File: src/hdl/pls_pkg.sv
package pls_pkg;

  localparam int unsigned ValueW  = 32;
  localparam int unsigned PosW    = 9;
  localparam int unsigned CountOW = 9;

  typedef enum logic [2:0] {
    OP_INSERT = 3'd0,
    OP_REMOVE = 3'd1,
    OP_SET    = 3'd2,
    OP_GET    = 3'd3,
    OP_CLEAR  = 3'd4
  } op_e;

  typedef enum logic [1:0] {
    ST_OK    = 2'd0,
    ST_RANGE = 2'd1,
    ST_FULL  = 2'd2
  } status_e;

  typedef enum logic [2:0] {
    S_IDLE,
    S_SHIFT,
    S_DRAIN,
    S_PUT,
    S_READ,
    S_RESP
  } state_e;

  // one finished result handed from the sequencer to the output stage
  typedef struct packed {
    logic signed [ValueW-1:0]  read_value;
    status_e                   status;
    logic        [CountOW-1:0] count;
    logic                      is_empty;
  } res_t;

endpackage

File: src/hdl/pls_ctrl.sv
module pls_ctrl #(
  parameter int unsigned Capacity = 256,
  parameter int unsigned AddrW    = 8,
  parameter int unsigned CountW   = 9
) (
  input  logic                    clk_i,
  input  logic                    rst_ni,
  input  logic                    req_valid_i,
  output logic                    req_ready_o,
  input  logic [2:0]              opcode_i,
  input  logic [8:0]              position_i,
  input  logic signed [31:0]      value_i,
  output logic                    res_valid_o,
  input  logic                    res_ready_i,
  output pls_pkg::res_t           res_o,
  output logic                    mem_we_o,
  output logic [AddrW-1:0]        mem_waddr_o,
  output logic [31:0]             mem_wdata_o,
  output logic                    mem_re_o,
  output logic [AddrW-1:0]        mem_raddr_o,
  input  logic [31:0]             mem_rdata_i
);
  import pls_pkg::*;

  localparam int unsigned CmpW = (CountW > PosW) ? CountW : PosW;

  state_e                state_q, state_d;
  logic [CountW-1:0]     count_q, count_d;
  op_e                   op_q, op_d;
  logic [AddrW-1:0]      pos_q, pos_d;
  logic [31:0]           val_q, val_d;
  logic [AddrW-1:0]      ptr_q, ptr_d;
  logic [AddrW-1:0]      last_q, last_d;
  logic [AddrW-1:0]      wa_q, wa_d;
  logic                  pend_q, pend_d;
  logic signed [31:0]    rd_q, rd_d;
  status_e               status_q, status_d;

  logic                  accept;
  op_e                   op_in;
  logic [CmpW-1:0]       pos_x, cnt_x, cap_x;
  logic                  in_range, ins_range, full;
  logic                  ins_shift, rem_shift;
  logic                  shift_last;
  logic [CmpW-1:0]       count_x;

  assign op_in = op_e'(opcode_i);
  assign pos_x = CmpW'(position_i);
  assign cnt_x = CmpW'(count_q);
  assign cap_x = CmpW'(Capacity);

  assign in_range  = pos_x < cnt_x;
  assign ins_range = pos_x <= cnt_x;
  assign full      = cnt_x >= cap_x;
  assign ins_shift = pos_x < cnt_x;
  assign rem_shift = (pos_x + CmpW'(1)) < cnt_x;
  assign accept    = req_valid_i && (state_q == S_IDLE);
  assign shift_last = (ptr_q == last_q);

  // next state
  always_comb begin
    state_d = state_q;
    unique case (state_q)
      S_IDLE: begin
        if (req_valid_i) begin
          state_d = S_RESP;
          case (op_in)
            OP_INSERT: begin
              if (ins_range && !full) begin
                state_d = ins_shift ? S_SHIFT : S_PUT;
              end
            end
            OP_REMOVE: begin
              if (in_range && rem_shift) begin
                state_d = S_SHIFT;
              end
            end
            OP_SET: begin
              if (in_range) begin
                state_d = S_PUT;
              end
            end
            OP_GET: begin
              if (in_range) begin
                state_d = S_READ;
              end
            end
            default: state_d = S_RESP;
          endcase
        end
      end
      S_SHIFT: begin
        if (shift_last) begin
          state_d = S_DRAIN;
        end
      end
      S_DRAIN: state_d = (op_q == OP_INSERT) ? S_PUT : S_RESP;
      S_PUT:   state_d = S_RESP;
      S_READ:  state_d = S_RESP;
      S_RESP: begin
        if (res_ready_i) begin
          state_d = S_IDLE;
        end
      end
      default: state_d = S_IDLE;
    endcase
  end

  // outputs: handshake and memory port
  always_comb begin
    req_ready_o = 1'b0;
    res_valid_o = 1'b0;
    mem_we_o    = 1'b0;
    mem_waddr_o = wa_q;
    mem_wdata_o = mem_rdata_i;
    mem_re_o    = 1'b0;
    mem_raddr_o = ptr_q;
    unique case (state_q)
      S_IDLE: begin
        req_ready_o = 1'b1;
        mem_re_o    = req_valid_i && (op_in == OP_GET);
        mem_raddr_o = AddrW'(position_i);
      end
      S_SHIFT: begin
        mem_re_o = 1'b1;
        mem_we_o = pend_q;
      end
      S_DRAIN: mem_we_o = 1'b1;
      S_PUT: begin
        mem_we_o    = 1'b1;
        mem_waddr_o = pos_q;
        mem_wdata_o = val_q;
      end
      S_READ: ;
      S_RESP: res_valid_o = 1'b1;
      default: ;
    endcase
  end

  // datapath
  always_comb begin
    count_d  = count_q;
    op_d     = op_q;
    pos_d    = pos_q;
    val_d    = val_q;
    ptr_d    = ptr_q;
    last_d   = last_q;
    wa_d     = wa_q;
    rd_d     = rd_q;
    status_d = status_q;
    pend_d   = (state_q == S_SHIFT);
    if (accept) begin
      op_d     = op_in;
      pos_d    = AddrW'(position_i);
      val_d    = value_i;
      rd_d     = '0;
      status_d = ST_OK;
      case (op_in)
        OP_INSERT: begin
          if (!ins_range) begin
            status_d = ST_RANGE;
          end else if (full) begin
            status_d = ST_FULL;
          end else begin
            // walk down from the top entry to the insert point
            ptr_d   = AddrW'(count_q - CountW'(1));
            last_d  = AddrW'(position_i);
            count_d = count_q + CountW'(1);
          end
        end
        OP_REMOVE: begin
          if (!in_range) begin
            status_d = ST_RANGE;
          end else begin
            // walk up from just above the hole to the top entry
            ptr_d   = AddrW'(position_i) + AddrW'(1);
            last_d  = AddrW'(count_q - CountW'(1));
            count_d = count_q - CountW'(1);
          end
        end
        OP_SET, OP_GET: begin
          if (!in_range) begin
            status_d = ST_RANGE;
          end
        end
        OP_CLEAR: count_d = '0;
        default: ;
      endcase
    end
    if (state_q == S_SHIFT) begin
      if (op_q == OP_INSERT) begin
        ptr_d = ptr_q - AddrW'(1);
        wa_d  = ptr_q + AddrW'(1);
      end else begin
        ptr_d = ptr_q + AddrW'(1);
        wa_d  = ptr_q - AddrW'(1);
      end
    end
    if (state_q == S_READ) begin
      rd_d = mem_rdata_i;
    end
  end

  always_ff @(posedge clk_i or negedge rst_ni) begin
    if (!rst_ni) begin
      state_q <= S_IDLE;
      count_q <= '0;
      pend_q  <= 1'b0;
    end else begin
      state_q <= state_d;
      count_q <= count_d;
      pend_q  <= pend_d;
    end
  end

  always_ff @(posedge clk_i) begin
    op_q     <= op_d;
    pos_q    <= pos_d;
    val_q    <= val_d;
    ptr_q    <= ptr_d;
    last_q   <= last_d;
    wa_q     <= wa_d;
    rd_q     <= rd_d;
    status_q <= status_d;
  end

  assign count_x = CmpW'(count_q);

  always_comb begin
    res_o.read_value = rd_q;
    res_o.status     = status_q;
    res_o.count      = count_x[CountOW-1:0];
    res_o.is_empty   = (count_q == '0);
  end

endmodule

File: config.mk
export PLATFORM = sky130hd
export DESIGN_NAME = pls_ctrl
export DESIGN_NICKNAME = d
export VERILOG_FILES = /design/src/hdl/pls_pkg.sv /design/src/hdl/pls_ctrl.sv
export SDC_FILE = /design/constraint.sdc
export NUM_CORES = 1
export LEC_CHECK = 0
export ABC_AREA = 1
export BUFFER_PORTS_ARGS = -buffer_cell sky130_fd_sc_hd__buf_2
export CORE_UTILIZATION = 54
export CTS_BUF_LIST = sky130_fd_sc_hd__clkbuf_8
export CTS_CLUSTER_DIAMETER = 100
export CTS_CLUSTER_SIZE = 16
export DETAILED_ROUTE_END_ITERATION = 8
export GPL_TIMING_DRIVEN = 0
export PLACE_DENSITY_LB_ADDON = 0.3
export SLEW_MARGIN = 20
export SYNTH_ARGS = -nofsm -noshare
export SYNTH_HDL_FRONTEND = slang
export SYNTH_SLANG_ARGS = --single-unit
export TNS_END_PERCENT = 10
File: constraint.sdc
create_clock -name clk_i -period 3.1 [get_ports clk_i]
set_input_delay 0 -clock clk_i [delete_from_list [all_inputs] [get_ports clk_i]]
set_output_delay 0 -clock clk_i [all_outputs]
set_load 0.05 [all_outputs]
==> results.toml, run 1 <==
[run_status]
status = "complete, no violations"

[setup_path]
cp_slowest_stage_delay_ns = 0.61
worst_path_dominant_cell_family = "compound AO/OA/AOI/OAI gates"
r2r-start = "cnt_x[8]"
reg2reg_depth = 11
crit_cells = 11
start_kind = "flip-flop"
cp-end-kind = "flip-flop"
worst-r2r-setup-slack_ns = 0.29
r2r-end = "ptr_q[3]"
crit_type = "reg2reg"
path_cells = "clkinv_1, ha_1, nand2_1, inv_2, nand2_1, nor2_1, o21ai_1, nand2_2, nand3_2, nand3_1, o21ai_1"
crit_start = "cnt_x[8]"
arrival_ns = 2.87
slowest_stage = "o21ai_1"
crit_fanout = 9
required_ns = 3.16
worst_setup_path_endpoint = "ptr_q[3]"
path_buf_inv = 2

[final_layout]
postLayoutCoreUtil = 0.766
stdcell_count = 1084
drive_gt1_frac = 0.257
area_growth_syn_to_layout_pct = 36.9
final_nets = 1032

[yosys]
syn_nets = 757
synth_seq_cells = 114
synth_area_um2 = 6140
seq_area_frac_synth = 0.547
syn_avg_cell_area_um2 = 9.40
synthCells = 654
synth_top_cell_by_area = "edfxtp_1"
synthArstFlopShare = 0.114
yosys-top-cells-count = "edfxtp_1 (101), nor2_1 (101), nand2_1 (94)"
synthFlopType = "edfxtp_1"
ys_warn_count = 0
synth_edf_count = 101
synth.top_cell.area_share = 0.494
ys_top_cells_by_area = "edfxtp_1 (49%), nor2_1 (6.2%), nand2_1 (5.7%)"
synth.distinct_cells = 40

[drt]
drc = 0
ant_nets = 0
num_vias = 5876
routedWlPerCell_um = 16.8
totalWireLength_um = 18300
drt_first_pass_iters = 5
via_per_inst = 5.42
drt_iter0_drc = 463

[min_path]
hold_path_startpoint = "value_i[11]"
hp-class = "in2reg"

[sta]
rsz0062_at_grt = "false"
worst_pin_slew_ns = 0.929
max_freq_mhz = 355
min_period_ns = 2.81
slew_violations = 0
setup_violations = 0
fin_skew_ns = 0.0143
tns_ns = 0
fin_crit_sh = 0.908
finalHoldViolations = 0
max_slew_margin = 0.381

[power_and_ir_drop]
p_clk_frac = 0.153
power.leakage_uw = 0.00384
peakVddDrop_v = 0.000601
p_int_uw = 4140
netSwitchingFraction = 0.507
p_per_area_nw_per_um2 = 997
comb_power_share = 0.548
switching_power_uw = 4250
seqPwrFrac = 0.300

[floorplan]
die_h_um = 109
coreArea_um2 = 11000
initial_core_util = 0.559
die_width_um = 109
dieArea_um2 = 11800
placementRows = 38
io_pins = 176

[global_routing]
use_met2 = 0.564
grt_max_degree = 33
busiest_layer = "met2"
grt_pass1_vias = 5599
grt_usage = 0.308
gr-total-overflow = 0
antenna_found_initial = 0
grt_util_met1 = 0.335
met3_usage = 0.0586
grt_first_pass_wirelength_um = 26800

[cts]
clk_pin_slew_worst_paths_ns = 0.08
cts_tree = "done"
tritoncts.num_buffers = 17
post_cts_buffers = 0
root_buffer = "clkbuf_8"
clk_path_buf_depth = 2
insertion_delay_ns = 0.44
clock_sinks = 114
h-tree-depth = 4

[place]
place_inst = 971
dp.final_hpwl_um = 12000
place.gp.congestion = 0.904
portBuffers = 175

[run]
maxCapViolCount = 0
[final cells by class]
class | count | area (um2)
antenna | 2 | 5.00
sequential | 114 | 3360
timing repair buffer | 256 | 1720
clock buffer | 17 | 234
fill | 703 | 2570
inverter | 91 | 342
multi-input combinational | 426 | 2350
buffer | 23 | 100
clock inverter | 15 | 128
tap | 140 | 175
[placed cells by master (no fill, tap or decap), types with 12 or more instances in the layout]
| cell type | n |
|---|---|
| buf_2 | 179 |
| nor2_1 | 101 |
| edfxtp_1 | 101 |
| nand2_1 | 94 |
| inv_1 | 82 |
| dlygate4sd3_1 | 79 |
| a21oi_1 | 47 |
| o21ai_0 | 43 |
| ha_1 | 23 |
| xor2_1 | 20 |
| nand3_1 | 17 |
| clkbuf_8 | 17 |
| dfrtp_1 | 13 |
| clkbuf_1 | 12 |
| xnor2_1 | 12 |
| o21ai_1 | 12 |
[power groups by stage]
stage	sequential (uW)	combinational (uW)	clock, uW
after detailed placement	2530	4440	0
after global routing	2550	4920	1360
after global placement	2510	4300	0
final	2510	4590	1280
after floorplan	3100	2760	0
after CTS	2490	4540	1290
[flip-flops by register name, indices dropped and copies added, names as in the netlist]
signal / flops
ptr_q: 8
status_q: 2
op_q: 3
pend_q: 1
last_q: 8
val_q: 32
wa_q: 8
rd_q: 32
cnt_x: 9
state_q: 3
pos_q: 8
[metrics by stage]
stage	hold slack, ns	worst slack (ns)	total power [uW]	cell area [um2]
4_1_cts	0.257	0.261	8320	8410
2_1_floorplan	-0.296	0.0757	5870	6150
5_1_grt	0.260	0.0371	8830	8410
3_3_place_gp	-0.0887	-0.268	6810	7200
6_report	0.277	0.287	8390	8410
3_5_place_dp	-0.0807	-0.0450	6960	7260
[kinds of logic after synthesis]
logic type | Yosys count | share of synthesized area
xor gates and xnor gates | 32 | 0.0456
DFF | 114 | 0.547
buffers and inverters | 114 | 0.0719
AOI/OAI and AO/OA | 122 | 0.108
muxes | 8 | 0.0147
adders and majority gates | 23 | 0.0468
and+or+nand+nor | 241 | 0.167
[worst min-delay path by stage]
stage | endpoint | slack (ns) | cells past startpoint
final | val_q[11] | 0.28 | 2
after global routing | val_q[8] | 0.26 | 2
after CTS | val_q[15] | 0.26 | 2
after detailed placement | cnt_x[8] | -0.08 | 1
after global placement | cnt_x[8] | -0.09 | 1
after floorplan | cnt_x[0] | -0.30 | 0
[repair_timing]
action	in CTS	in global routing
resized for setup	1	0
hold endpoints to repair	92	0
hold buffers	79	0
endpoints found under the setup margin	8	0
[metal layers]
layer	wire length, um	part of all wire
met1	6780	0.37
met2	9440	0.52
met3	1380	0.075
met4	671	0.037
met5	0	0
No activity file was read; power rests on OpenSTA's default activity.
==> run 2: changes to the inputs <==
--- a/config.mk
+++ b/config.mk
@@ -8,7 +8,7 @@
 export ABC_AREA = 1
 export BUFFER_PORTS_ARGS = -buffer_cell sky130_fd_sc_hd__buf_2
 export CORE_UTILIZATION = 54
-export CTS_BUF_LIST = sky130_fd_sc_hd__clkbuf_8
+export CTS_BUF_LIST = sky130_fd_sc_hd__clkbuf_2 sky130_fd_sc_hd__clkbuf_4 sky130_fd_sc_hd__clkbuf_8
 export CTS_CLUSTER_DIAMETER = 100
 export CTS_CLUSTER_SIZE = 16
 export DETAILED_ROUTE_END_ITERATION = 8
==> run 2 against run 1 <==
Clock power grew 3%. Clock skew barely moved. Via count rose by 0.83%. Sequential power barely moved. Clock-buffer cell count up 3. Cell count fell by 0.18%. Register-to-register slack is essentially flat. Critical path depth is the same. Critical path type unchanged. Critical endpoint unchanged. Largest cell class unchanged. Highest routed layer unchanged.
==> results.toml, run 2 (synthesis gave the netlist of run 1 again) <==
[global_routing]
antenna_found_initial = 0
grt_pass1_vias = 5694
grt_max_degree = 33
gr-total-overflow = 0
grt_usage = 0.323
grt_first_pass_wirelength_um = 28000

[floorplan]
placementRows = 38
initial_core_util = 0.559
dieArea_um2 = 11800
coreArea_um2 = 11000
io_pins = 176
die_h_um = 109
die_width_um = 109

[cts]
clk_path_buf_depth = 2
root_buffer = "clkbuf_8"
clk_pin_slew_worst_paths_ns = 0.08
tritoncts.num_buffers = 17
h-tree-depth = 4
clock_sinks = 114
cts_tree = "done"
insertion_delay_ns = 0.45

[final_layout]
final_cell_mix = "buf_2 (179), nor2_1 (101), edfxtp_1 (101)"
final_common_cell = "buf_2"
postLayoutCoreUtil = 0.767
antenna_cells = 0
area_growth_syn_to_layout_pct = 37.0
stdcell_count = 1082
final_nets = 1032
drive_gt1_frac = 0.260

[drt]
routedWlPerCell_um = 17.3
num_vias = 5925
drc = 0
via_per_inst = 5.48
drt_iter0_drc = 475
totalWireLength_um = 18700
drt_first_pass_iters = 7
ant_nets = 0

[setup_path]
path_cells = "clkinv_1, ha_1, nand2_1, inv_2, nand2_1, nor2_1, o21ai_1, nand2_2, nand3_2, nand3_1, o21ai_1"
required_ns = 3.17
crit_fanout = 9
start_kind = "flip-flop"
crit_type = "reg2reg"
arrival_ns = 2.87
cp_slowest_stage_delay_ns = 0.61
slowest_stage = "o21ai_1"
cp-end-kind = "flip-flop"

[sta]
whs_ns = 0.270
max_freq_mhz = 356
fin_skew_ns = 0.0139
fin_crit_sh = 0.906
worst_pin_slew_ns = 0.899
tns_ns = 0
rsz0062_at_grt = "false"
setup_violations = 0
finalHoldViolations = 0
min_period_ns = 2.81
slew_violations = 0
max_slew_margin = 0.401

[place]
place.gp.congestion = 0.904
place_inst = 971
dp.final_hpwl_um = 12000
portBuffers = 175

[run]
maxCapViolCount = 0

[run_status]
status = "complete, no violations"

[power_and_ir_drop]
power.leakage_uw = 0.00384
p_per_area_nw_per_um2 = 1000
peakVddDrop_v = 0.000588

[min_path]
hp-class = "in2reg"
[run 2: changes by cell type in the layout (fill, tap and decap cells not counted)]
cell / delta
inv_1: -3
diode_2: -2
clkbuf_4: +3
[run 2: metal layers]
metal / global-route usage / vias to the layer above / part of all wire / wire length, um
met3: 0.0813 / 85 / 0.076 / 1410
met4: 0.192 / 0 / 0.047 / 882
met1: 0.341 / 2742 / 0.36 / 6670
li1: - / 2744 / - / -
met5: 0 / - / 0 / 0
met2: 0.578 / 354 / 0.52 / 9720
[run 2: worst paths after layout]
kind / depth (start not counted) / from / slack, ns / end
hold reg to reg: 2 / cnt_x[4] / 0.69 / cnt_x[4]
hold / removal: 2 / value_i[11] / 0.27 / val_q[11]
setup / recovery: 11 / cnt_x[8] / 0.29 / ptr_q[3]
max in group asynchronous: 3 / rst_ni / 1.99 / state_q[1]
min in group asynchronous: 3 / rst_ni / 0.67 / state_q[2]
setup reg to reg: 11 / cnt_x[8] / 0.29 / ptr_q[3]
[run 2: power breakdown]
part,internal (uW),leakage (uW),switching (uW)
clock network,726,0.000190,592
logic,1180,0.00254,3420
registers,2270,0.00111,258
total,4180,0.00384,4260
[run 2: metrics by stage]
step	instance area [um2]	worst slack [ns]	total power, uW
after detailed placement	7260	-0.0450	6960
after CTS	8420	0.261	8350
after floorplan	6150	0.0757	5870
after global placement	7200	-0.268	6810
after global routing	8420	0.0371	8900
final	8420	0.292	8440
[run 2: worst max-delay path: cells and delay by family, from the launching register on]
family	cells	cell delay, ns
buf+inv	2	0.31
simple gates	6	0.59
fa+ha+maj	1	0.38
compound gates	2	0.76
flops	1	0.40
[run 2: what timing repair did]
action | 4_1_cts | 5_1_grt
setup buffers | 0 | 0
hold endpoints to repair | 92 | 0
endpoints found under the setup margin | 8 | 0
gates resized for setup | 1 | 0
hold buffers | 79 | 0
[run 2: final cells by class]
type,count,area (um2)
Timing Repair Buffer,256,1720
Multi-Input combinational cell,426,2350
Buffer,23,100
Inverter,91,342
Clock buffer,20,256
Sequential cell,114,3360
Tap cell,140,175
Fill cell,694,2560
Clock inverter,12,116
